<file path="src/sv/bscm_pkg.sv">
// ----------------------------------------------------------------------------
// bscm_pkg - shared types and constants of the bank switching cartridge mapper
// Word layouts of the bus access and result channels, the access and source
// codes, the register indexes and the address decode codes.
// ----------------------------------------------------------------------------
package bscm_pkg;

	// Access codes
	localparam logic [1:0] OP_PRG_READ  = 2'd0;
	localparam logic [1:0] OP_PRG_WRITE = 2'd1;
	localparam logic [1:0] OP_CHR_READ  = 2'd2;
	localparam logic [1:0] OP_CHR_WRITE = 2'd3;

	// Source codes of a result word
	localparam logic [2:0] SRC_NONE      = 3'd0;
	localparam logic [2:0] SRC_PRG_ROM   = 3'd1;
	localparam logic [2:0] SRC_CHR_ROM   = 3'd2;
	localparam logic [2:0] SRC_PRG_RAM   = 3'd3;
	localparam logic [2:0] SRC_NAMETABLE = 3'd4;

	// Configuration register indexes
	localparam logic [1:0] CFG_PRG_BANKS = 2'd0;
	localparam logic [1:0] CFG_CHR_SIZE  = 2'd1;
	localparam logic [1:0] CFG_FOUR_NT   = 2'd2;

	localparam logic [6:0] PRG_BANKS_RESET = 7'd32;
	localparam logic [8:0] CHR_SIZE_RESET  = 9'd256;

	// Mirroring codes
	localparam logic [1:0] MIRROR_VERTICAL = 2'd0;
	localparam logic [1:0] MIRROR_FOUR_NT  = 2'd2;

	// 8 KB regions, decoded from address bits 15:13
	localparam logic [2:0] REGION_CHR_ROM  = 3'b000;
	localparam logic [2:0] REGION_WORK_RAM = 3'b011;
	localparam logic [2:0] REGION_BANK     = 3'b100;
	localparam logic [2:0] REGION_MIRROR   = 3'b101;
	localparam logic [2:0] REGION_IRQ      = 3'b110;
	localparam logic [2:0] REGION_IRQ_EN   = 3'b111;

	// 4 KB page of the nametables, address bits 15:12
	localparam logic [3:0] NAMETABLE_PAGE = 4'h2;

	typedef struct packed {
		logic [1:0]  op;
		logic [15:0] address;
		logic [7:0]  write_data;
	} bscm_req_t;

	typedef struct packed {
		logic [2:0]  source;
		logic [18:0] rom_address;
		logic [7:0]  read_data;
		logic [1:0]  mirroring;
		logic        mirroring_changed;
		logic        irq_active;
		logic        irq_raised;
		logic [7:0]  irq_reload_value;
	} bscm_rsp_t;

	// Result of the register unit: everything but the RAM byte
	typedef struct packed {
		logic [2:0]  source;
		logic [18:0] rom_address;
		logic [1:0]  mirroring;
		logic        mirroring_changed;
		logic        irq_active;
		logic        irq_raised;
		logic [7:0]  irq_reload_value;
	} bscm_map_t;

endpackage

</file>
<file path="src/sv/bscm_regs.sv">
// ----------------------------------------------------------------------------
// bscm_regs - mapper register file and address translation
// Holds the bank, mode, mirroring and IRQ registers and the slot tables, and
// translates PRG and CHR reads to ROM byte addresses.
// ----------------------------------------------------------------------------
module bscm_regs (
	input  logic                clk,
	input  logic                arst_n,
	input  logic                accept,
	input  bscm_pkg::bscm_req_t req,
	input  logic                cfg_write_en,
	input  logic [1:0]          cfg_index,
	input  logic [8:0]          cfg_data,
	output bscm_pkg::bscm_map_t map
);
	import bscm_pkg::*;

	// Power-on CHR base of a slot: slots 0 and 3 take the last 2 KB pair
	function automatic logic [17:0] power_on_chr(input logic [8:0] banks, input int slot);
		logic [8:0] bank;
		bank = (slot == 0 || slot == 3) ? banks - 9'd2 : banks - 9'd1;
		return {bank[7:0], 10'b0};
	endfunction

	function automatic logic [5:0] power_on_prg(input logic [6:0] banks, input int slot);
		logic [6:0] bank;
		bank = slot[0] ? banks - 7'd1 : banks - 7'd2;
		return bank[5:0];
	endfunction

	logic [6:0]  cfg_prg_q;
	logic [8:0]  cfg_chr_q;
	logic        cfg_four_q;
	logic [7:0]  bank_q [8];
	logic [2:0]  target_q;
	logic        swap_q;
	logic        invert_q;
	logic [17:0] chr_base_q [8];
	logic [5:0]  prg_bank_q [4];
	logic [1:0]  mirror_q;
	logic [7:0]  latch_q;
	logic        flag_q;
	logic        enable_q;
	logic        touched_q;

	logic [2:0]  region;
	logic        odd;
	logic [7:0]  wv;
	logic        prg_wr, sel_wr, data_wr, mir_wr, latch_wr, reload_wr, en_wr;
	logic [1:0]  mirror_nxt;
	logic [7:0]  latch_nxt;
	logic        flag_nxt, enable_nxt;
	logic [7:0]  bank_nxt [8];
	logic [17:0] pair_base [4];
	logic [17:0] one_base [4];
	logic [17:0] chr_new [8];
	logic [5:0]  prg_new [4];
	logic [5:0]  fixed_bank, last_bank;
	logic [6:0]  cfg_prg_nxt;
	logic [8:0]  cfg_chr_nxt;
	logic        po_load;

	assign region = req.address[15:13];
	assign odd    = req.address[0];
	assign wv     = req.write_data;

	// Register write decode
	always_comb begin
		prg_wr    = accept && (req.op == OP_PRG_WRITE);
		sel_wr    = prg_wr && (region == REGION_BANK) && !odd;
		data_wr   = prg_wr && (region == REGION_BANK) && odd;
		mir_wr    = prg_wr && (region == REGION_MIRROR) && !odd;
		latch_wr  = prg_wr && (region == REGION_IRQ) && !odd;
		reload_wr = prg_wr && (region == REGION_IRQ) && odd;
		en_wr     = prg_wr && (region == REGION_IRQ_EN);
	end

	always_comb begin
		mirror_nxt = mirror_q;
		if (mir_wr) begin
			mirror_nxt = cfg_four_q ? MIRROR_FOUR_NT : {1'b0, wv[0]};
		end
		latch_nxt  = latch_wr ? wv : latch_q;
		flag_nxt   = flag_q | reload_wr;
		enable_nxt = en_wr ? odd : enable_q;
	end

	// Slot recompute from the bank values as they stand after this write
	always_comb begin
		for (int i = 0; i < 8; i++) begin
			bank_nxt[i] = (data_wr && target_q == 3'(i)) ? wv : bank_q[i];
		end
		pair_base[0] = {bank_nxt[0][7:1], 1'b0, 10'b0};
		pair_base[1] = {bank_nxt[0][7:1], 1'b1, 10'b0};
		pair_base[2] = {bank_nxt[1][7:1], 1'b0, 10'b0};
		pair_base[3] = {bank_nxt[1][7:1], 1'b1, 10'b0};
		for (int i = 0; i < 4; i++) begin
			one_base[i] = {bank_nxt[2 + i], 10'b0};
		end
		for (int i = 0; i < 4; i++) begin
			chr_new[i]     = invert_q ? one_base[i] : pair_base[i];
			chr_new[4 + i] = invert_q ? pair_base[i] : one_base[i];
		end
		fixed_bank = power_on_prg(cfg_prg_q, 0);
		last_bank  = power_on_prg(cfg_prg_q, 1);
		prg_new[0] = swap_q ? fixed_bank : bank_nxt[6][5:0];
		prg_new[1] = bank_nxt[7][5:0];
		prg_new[2] = swap_q ? bank_nxt[6][5:0] : fixed_bank;
		prg_new[3] = last_bank;
	end

	// Size writes before any bank data write reload the power-on slots
	always_comb begin
		cfg_prg_nxt = cfg_prg_q;
		cfg_chr_nxt = cfg_chr_q;
		po_load     = 1'b0;
		if (cfg_write_en) begin
			if (cfg_index == CFG_PRG_BANKS) begin
				cfg_prg_nxt = cfg_data[6:0];
				po_load     = !touched_q;
			end else if (cfg_index == CFG_CHR_SIZE) begin
				cfg_chr_nxt = cfg_data;
				po_load     = !touched_q;
			end
		end
	end

	always_ff @(posedge clk or negedge arst_n) begin
		if (!arst_n) begin
			cfg_prg_q  <= PRG_BANKS_RESET;
			cfg_chr_q  <= CHR_SIZE_RESET;
			cfg_four_q <= 1'b0;
			target_q   <= 3'd0;
			swap_q     <= 1'b0;
			invert_q   <= 1'b0;
			mirror_q   <= MIRROR_VERTICAL;
			latch_q    <= 8'd0;
			flag_q     <= 1'b0;
			enable_q   <= 1'b0;
			touched_q  <= 1'b0;
			for (int i = 0; i < 8; i++) begin
				bank_q[i]     <= 8'd0;
				chr_base_q[i] <= power_on_chr(CHR_SIZE_RESET, i);
			end
			for (int i = 0; i < 4; i++) begin
				prg_bank_q[i] <= power_on_prg(PRG_BANKS_RESET, i);
			end
		end else begin
			cfg_prg_q <= cfg_prg_nxt;
			cfg_chr_q <= cfg_chr_nxt;
			if (cfg_write_en && cfg_index == CFG_FOUR_NT) begin
				cfg_four_q <= cfg_data[0];
			end
			if (sel_wr) begin
				target_q <= wv[2:0];
				swap_q   <= wv[6];
				invert_q <= wv[7];
			end
			mirror_q <= mirror_nxt;
			latch_q  <= latch_nxt;
			flag_q   <= flag_nxt;
			enable_q <= enable_nxt;
			if (data_wr) begin
				touched_q <= 1'b1;
				for (int i = 0; i < 8; i++) begin
					bank_q[i]     <= bank_nxt[i];
					chr_base_q[i] <= chr_new[i];
				end
				for (int i = 0; i < 4; i++) begin
					prg_bank_q[i] <= prg_new[i];
				end
			end else if (po_load) begin
				for (int i = 0; i < 8; i++) begin
					chr_base_q[i] <= power_on_chr(cfg_chr_nxt, i);
				end
				for (int i = 0; i < 4; i++) begin
					prg_bank_q[i] <= power_on_prg(cfg_prg_nxt, i);
				end
			end
		end
	end

	// Translation; reads leave the registers alone, so current slots apply
	always_comb begin
		map.source      = SRC_NONE;
		map.rom_address = 19'd0;
		unique case (req.op)
			OP_PRG_READ: begin
				if (region == REGION_WORK_RAM) begin
					map.source = SRC_PRG_RAM;
				end else if (req.address[15]) begin
					map.source      = SRC_PRG_ROM;
					map.rom_address = {prg_bank_q[req.address[14:13]], req.address[12:0]};
				end
			end
			OP_CHR_READ: begin
				if (region == REGION_CHR_ROM) begin
					map.source      = SRC_CHR_ROM;
					map.rom_address = {1'b0, chr_base_q[req.address[12:10]]}
						+ {9'd0, req.address[9:0]};
				end else if (req.address[15:12] == NAMETABLE_PAGE) begin
					map.source = SRC_NAMETABLE;
				end
			end
			default: begin
			end
		endcase
		map.mirroring         = mirror_nxt;
		map.mirroring_changed = mir_wr;
		map.irq_active        = enable_nxt;
		map.irq_raised        = flag_nxt;
		map.irq_reload_value  = latch_nxt;
	end

endmodule

</file>
<file path="config.mk">
export PLATFORM = sky130hd
export DESIGN_NAME = bscm_regs
export DESIGN_NICKNAME = d
export VERILOG_FILES = /design/src/sv/bscm_pkg.sv /design/src/sv/bscm_regs.sv
export SDC_FILE = /design/constraint.sdc
export NUM_CORES = 1
export LEC_CHECK = 0
export ABC_CLOCK_PERIOD_IN_PS = 8600
export BUFFER_PORTS_ARGS = -buffer_cell sky130_fd_sc_hd__buf_4
export CORE_UTILIZATION = 40
export DETAILED_ROUTE_END_ITERATION = 10
export PLACE_DENSITY = 0.62
export RECOVER_POWER = 100
export SLEW_MARGIN = 30
export SYNTH_ARGS = -nofsm -noshare
export SYNTH_HDL_FRONTEND = slang
export SYNTH_SLANG_ARGS = --single-unit
export TNS_END_PERCENT = 100
</file>
<file path="constraint.sdc">
create_clock -name clk -period 8.6 [get_ports clk]
set_clock_uncertainty 0.2 [all_clocks]
set_input_delay 2.15 -clock clk [delete_from_list [all_inputs] [get_ports clk]]
set_output_delay 2.15 -clock clk [all_outputs]
set_load 0.02 [all_outputs]
</file>
Word-level counts from Yosys, hierarchy flattened
Index checks and enable logic that the tools add are counted.
{ "word_totals": {"out_inout_bits": 35, "regBits": 263, "wordCells": 137, "input_bits": 41} }
{ "classes": {"bitwise_logic": 3, "mux": 47, "reduce_logical": 28, "n_eq_ne": 17, "n_addsub": 7, "magnitude_cmp": 2} }
{ "op_table": {"columns": ["op", "count"], "rows": [
  ["144-bit two-way mux", 2],
  ["18-bit two-way mux", 10],
  ["8-bit two-way mux", 7],
  ["18-bit binary-select mux with 3-bit select", 1],
  ["24-bit two-way mux", 2],
  ["22-bit one-hot mux with 2 select lines", 1],
  ["19-bit two-way mux", 2],
  ["6-bit two-way mux", 6],
  ["9-bit two-way mux", 3],
  ["3-bit == test, second input constant", 8],
  ["20-bit two-way mux", 1],
  ["18-bit by 10-bit adder with 19-bit output", 1],
  ["1-bit logical AND", 19],
  ["7-bit two-way mux", 2],
  ["6-bit binary-select mux with 2-bit select", 1],
  ["6-bit by 1-bit subtractor with 6-bit output, second input constant", 2],
  ["6-bit by 2-bit subtractor with 6-bit output, second input constant", 2],
  ["3-bit by 2-bit == test with 1-bit output, second input constant", 3],
  ["3-bit two-way mux", 3],
  ["8-bit by 1-bit subtractor with 8-bit output, second input constant", 1],
  ["8-bit by 2-bit subtractor with 8-bit output, second input constant", 1],
  ["3-bit zero test", 2],
  ["2-bit by 1-bit == test with 1-bit output, second input constant", 2],
  ["2-bit == test, second input constant", 2],
  ["other kinds (13)", 20]
]} }

Logic depth before layout (Yosys ltp)
{ "logic_depth": {"ltp_word": 8, "ltp_mapped": 10, "ltp_nobuf": 8} }

Worst setup path before layout
Ideal clock, no wire load.
{ "synth_path": {"path_type": "input-to-output", "start": "in req[18] in the netlist's numbering", "end": "out map[23] in the netlist's numbering", "arrival_ps": 3806, "path_stages": 5, "required_time_ps": 6250, "n_path_buf": 2, "setup_slack_ps": 2444, "cell_sequence": "buf_2 > buf_1 > mux4_2 > mux2i_1 > o21ai_0"} }
{ "synth_lines": {"columns": ["item", "line", "text"], "rows": [
  ["start: declaration", "bscm_regs.sv:10", "input bscm_pkg::bscm_req_t req,"],
  ["end: declaration", "bscm_regs.sv:14", "output bscm_pkg::bscm_map_t map"]
]} }

==> results.py <==
metrics = {
    "worst_setup_path": {
        "worst_path_max_delay_cell": "clkbuf_1",
        "r2r-start": "touched_q$_DFFE_PN0P_",
        "cp.arrival_ns": 4.68,
        "path_depth": 5,
        "critical_path.startpoint": "req[18]",
        "worst-path-max-fanout": 17,
        "path_cells": "clkbuf_1, mux4_2, mux2i_1, o21ai_0, buf_4",
        "reg2reg_setup_slack_ns": 4.54,
        "startpoint_type": "primary input",
        "slowest_delay_ns": 1.21,
        "rr_endpoint": "chr_base_q[88]$_DFFE_PN1P_",
        "path_buf_inv": 2,
        "required_ns": 6.25,
        "rr_worst_depth": 6,
        "critPathKind": "primary input to primary output",
        "cp-end-kind": "primary output",
        "critical_path.top_delay_family": "buffers and inverters",
    },
    "outcome": {
        "violations": "capacitance limit, slew limit",
        "status": "finished, violations left",
    },
    "synth": {
        "ys_warn_count": 0,
        "syn_area_per_cell_um2": 10.62,
        "synthCells": 904,
        "synth-edff-count": 0,
        "synth_ff_type": "dfrtp_1",
        "synth_top_area_cell": "dfrtp_1",
        "ys_types": 66,
        "ys_ff_latch": 179,
        "synth_top_area_share_pct": 25.54,
        "seq_area_frac_synth_pct": 47.70,
        "synth_area_leaders": "dfrtp_1 (26%), dfstp_2 (22%), mux2i_1 (6.7%)",
        "synth_nets": 953,
        "syn_area_um2": 9603,
        "synth-async-reset-ratio_pct": 100.0,
    },
    "layout": {
        "fillCellCount": 2306,
        "final_cell_mix": "dfrtp_1 (98), nand2_1 (95), dfstp_2 (81), mux2i_1 (64), nor2_1 (50)",
        "antenna_cells": 0,
        "drive_gt1_share_pct": 22.33,
        "final_nets": 999,
        "syn_to_final_growth_pct": 13.24,
        "final_common_cell": "dfrtp_1",
    },
    "grt": {
        "grt_pass1_vias": 7267,
        "overflow": 0,
        "grt_use_total_pct": 23.62,
        "antenna_found_initial": 2,
        "grt_pass1_wl_um": 42910,
        "grt_max_degree": 85,
    },
    "clock_tree": {
        "cts_buffers": 17,
        "post-cts-setup-buffers": 0,
        "h-tree-depth": 4,
        "cts.path.max_buffers": 2,
        "clk_pin_slew_worst_paths_ns": 0.07,
        "post_cts_resized": 0,
        "clock_sinks": 179,
        "cts_tree": "done",
        "cts_root_buf": "clkbuf_16",
        "postCtsHoldBufs": 0,
        "insertion_delay_ns": 0.43,
    },
    "place": {
        "gp_congestion": 0.8488,
        "numPortBuffers": 74,
        "post-place-ws_ns": 1.722,
        "dpl.hpwl_um": 18670,
    },
    "die": {
        "core_area_um2": 23540,
        "die_h_um": 156.9,
        "die_w_um": 156.9,
        "ios": 76,
        "floorplan.rows": 56,
        "start_util_pct": 40.79,
        "dieArea_um2": 24630,
    },
    "worst_hold_path": {
        "holdPathStages": 2,
        "holdCritStartpoint": "prg_bank_q[13]$_DFFE_PN1P_",
        "holdPathEnd": "prg_bank_q[13]$_DFFE_PN1P_",
        "hp-class": "register to register",
    },
    "power": {
        "ir_worst_vdd_uv": 142.8,
        "seqPwrFrac_pct": 46.0,
        "power.switching_mw": 0.7665,
        "p_int_mw": 1.789,
        "leakagePower_nw": 4.938,
        "swShare_pct": 29.99,
        "p_per_area_nw_per_um2": 235.0,
        "clock_power_share_pct": 32.6,
        "p_comb_share_pct": 21.5,
    },
    "route": {
        "drtAntennaViolNets": 0,
        "drc_errors": 0,
        "detail_route.wl_per_cell_um": 21.59,
        "vias": 7378,
        "vias_per_cell": 5.755,
        "first_pass_iters": 6,
        "drt_iter0_drc": 645,
        "routed_wl_um": 27680,
    },
    "sta": {
        "fmax_ghz": 0.1422,
        "setup_tns_ns": 0,
        "finalCritPeriodShare_pct": 81.79,
        "period_minus_slack_ns": 7.034,
        "hold_viol_final": 0,
        "finalSetupViolations": 0,
        "worst_slack_ns": 1.566,
        "rsz0062_at_grt": "no",
        "max_slew.worst_pin.slew_ns": 4.557,
        "drv_slew": 193,
        "slew_headroom_pct": -203.8,
    },
    "run": {
        "drv_cap": 4,
    },
}
==> state kept, by name (all words and copies together), names as in the netlist, 2 cells and up <==
name,cells
bank_q,58
cfg_chr_q,8
cfg_prg_q,6
chr_base_q,64
latch_q,8
mirror_q,2
prg_bank_q,24
target_q,3
==> area by class of cell <==
type                       instances  area [µm²]  area share (%)
multi-input combinational        618        4602           42.32
clock inverter                    15       192.7           1.772
sequential                       179        4581           42.12
inverter                          44       165.2           1.519
clock buffer                      17       425.4           3.912
tap                              319       399.1           3.670
timing repair buffer              90       509.2           4.683
==> worst max path at each step <==
stage,to,slack (ns)
detailed placement,map[6],1.72
finish,map[30],1.57
global route,swap_q$_DFFE_PN0P_,1.01
global placement,map[0],1.74
floorplan,map[23],2.44
CTS,map[6],1.71
==> cell families after synthesis <==
logic type / synth area share (%)
DFF: 47.70
buffers and inverters: 4.534
AOI/OAI and AO/OA: 13.63
adders and majority gates: 1.042
and+or+nand+nor: 13.46
muxes: 18.08
xor gates and xnor gates: 1.550
==> cell usage after synthesis, types with 3 or more instances <==
master and instances:
dfrtp_1 98, nand2_1 95, dfstp_2 81, mux2i_1 64, mux2_2 52, nor2_1 52
clkbuf_1 49, o21ai_0 49, inv_1 44, a21oi_1 36, nand3_1 32, mux4_2 22
o211ai_1 18, nor3_1 15, xnor2_1 13, nor2b_1 12, a22oi_1 11, nor3b_1 9
a21o_1 8, a221o_1 8, ha_1 8, nand3b_1 8, o22a_1 8, a211oi_1 6
nand2b_1 6, o32a_1 6, or3_1 6, a211o_1 5, a221oi_1 5, a22o_1 5
and2_1 5, buf_1 5, a21boi_0 4, buf_4 4, nor4_1 4, o22ai_1 4
xor2_1 4, buf_2 3, o221ai_1 3, or4_1 3
==> power groups by stage <==
| stage | clock [mW] | sequential (mW) | combinational [mW] |
|---|---|---|---|
| 6_report | 0.832 | 1.17 | 0.549 |
| 5_1_grt | 0.876 | 1.19 | 0.608 |
| 4_1_cts | 0.848 | 1.17 | 0.567 |
| 3_5_place_dp | 0 | 1.19 | 0.564 |
| 3_3_place_gp | 0 | 1.18 | 0.553 |
| 2_1_floorplan | 0 | 1.14 | 0.412 |
==> stage by stage <==
step / power [mW] / hold slack, ns / instance area (µm²) / utilization, % / instances
final: 2.556 / 0.2579 / 10870 / 46.19 / 1282
after CTS: 2.589 / 0.2606 / 11060 / 46.97 / 1282
after floorplan: 1.555 / 0.2360 / 9603 / - / 904
after global placement: 1.736 / 0.2490 / 10430 / 44.29 / 1250
after global routing: 2.678 / 0.3014 / 10870 / 46.19 / 1282
after detailed placement: 1.751 / 0.2493 / 10440 / 44.35 / 1250
==> worst reg2reg max path, cell delays in order (launching register included) <==
cell and delay [ns]:
dfrtp_1 0.37, nor3b_2 0.05, buf_4 0.20, nor2_1 0.53, clkbuf_1 1.99, a222oi_1 0.49, o21ai_0 0.17
==> routing by layer <==
layer	up-vias	track usage [%]	wire length, µm	part of all wire [%]
met5	-	0	0	0
met2	269	37.50	12770	46
met3	30	5.369	1933	7.0
met4	0	7.470	614	2.2
li1	3365	-	-	-
met1	3714	31.94	12360	45
No activity file was read; power rests on OpenSTA's default activity.
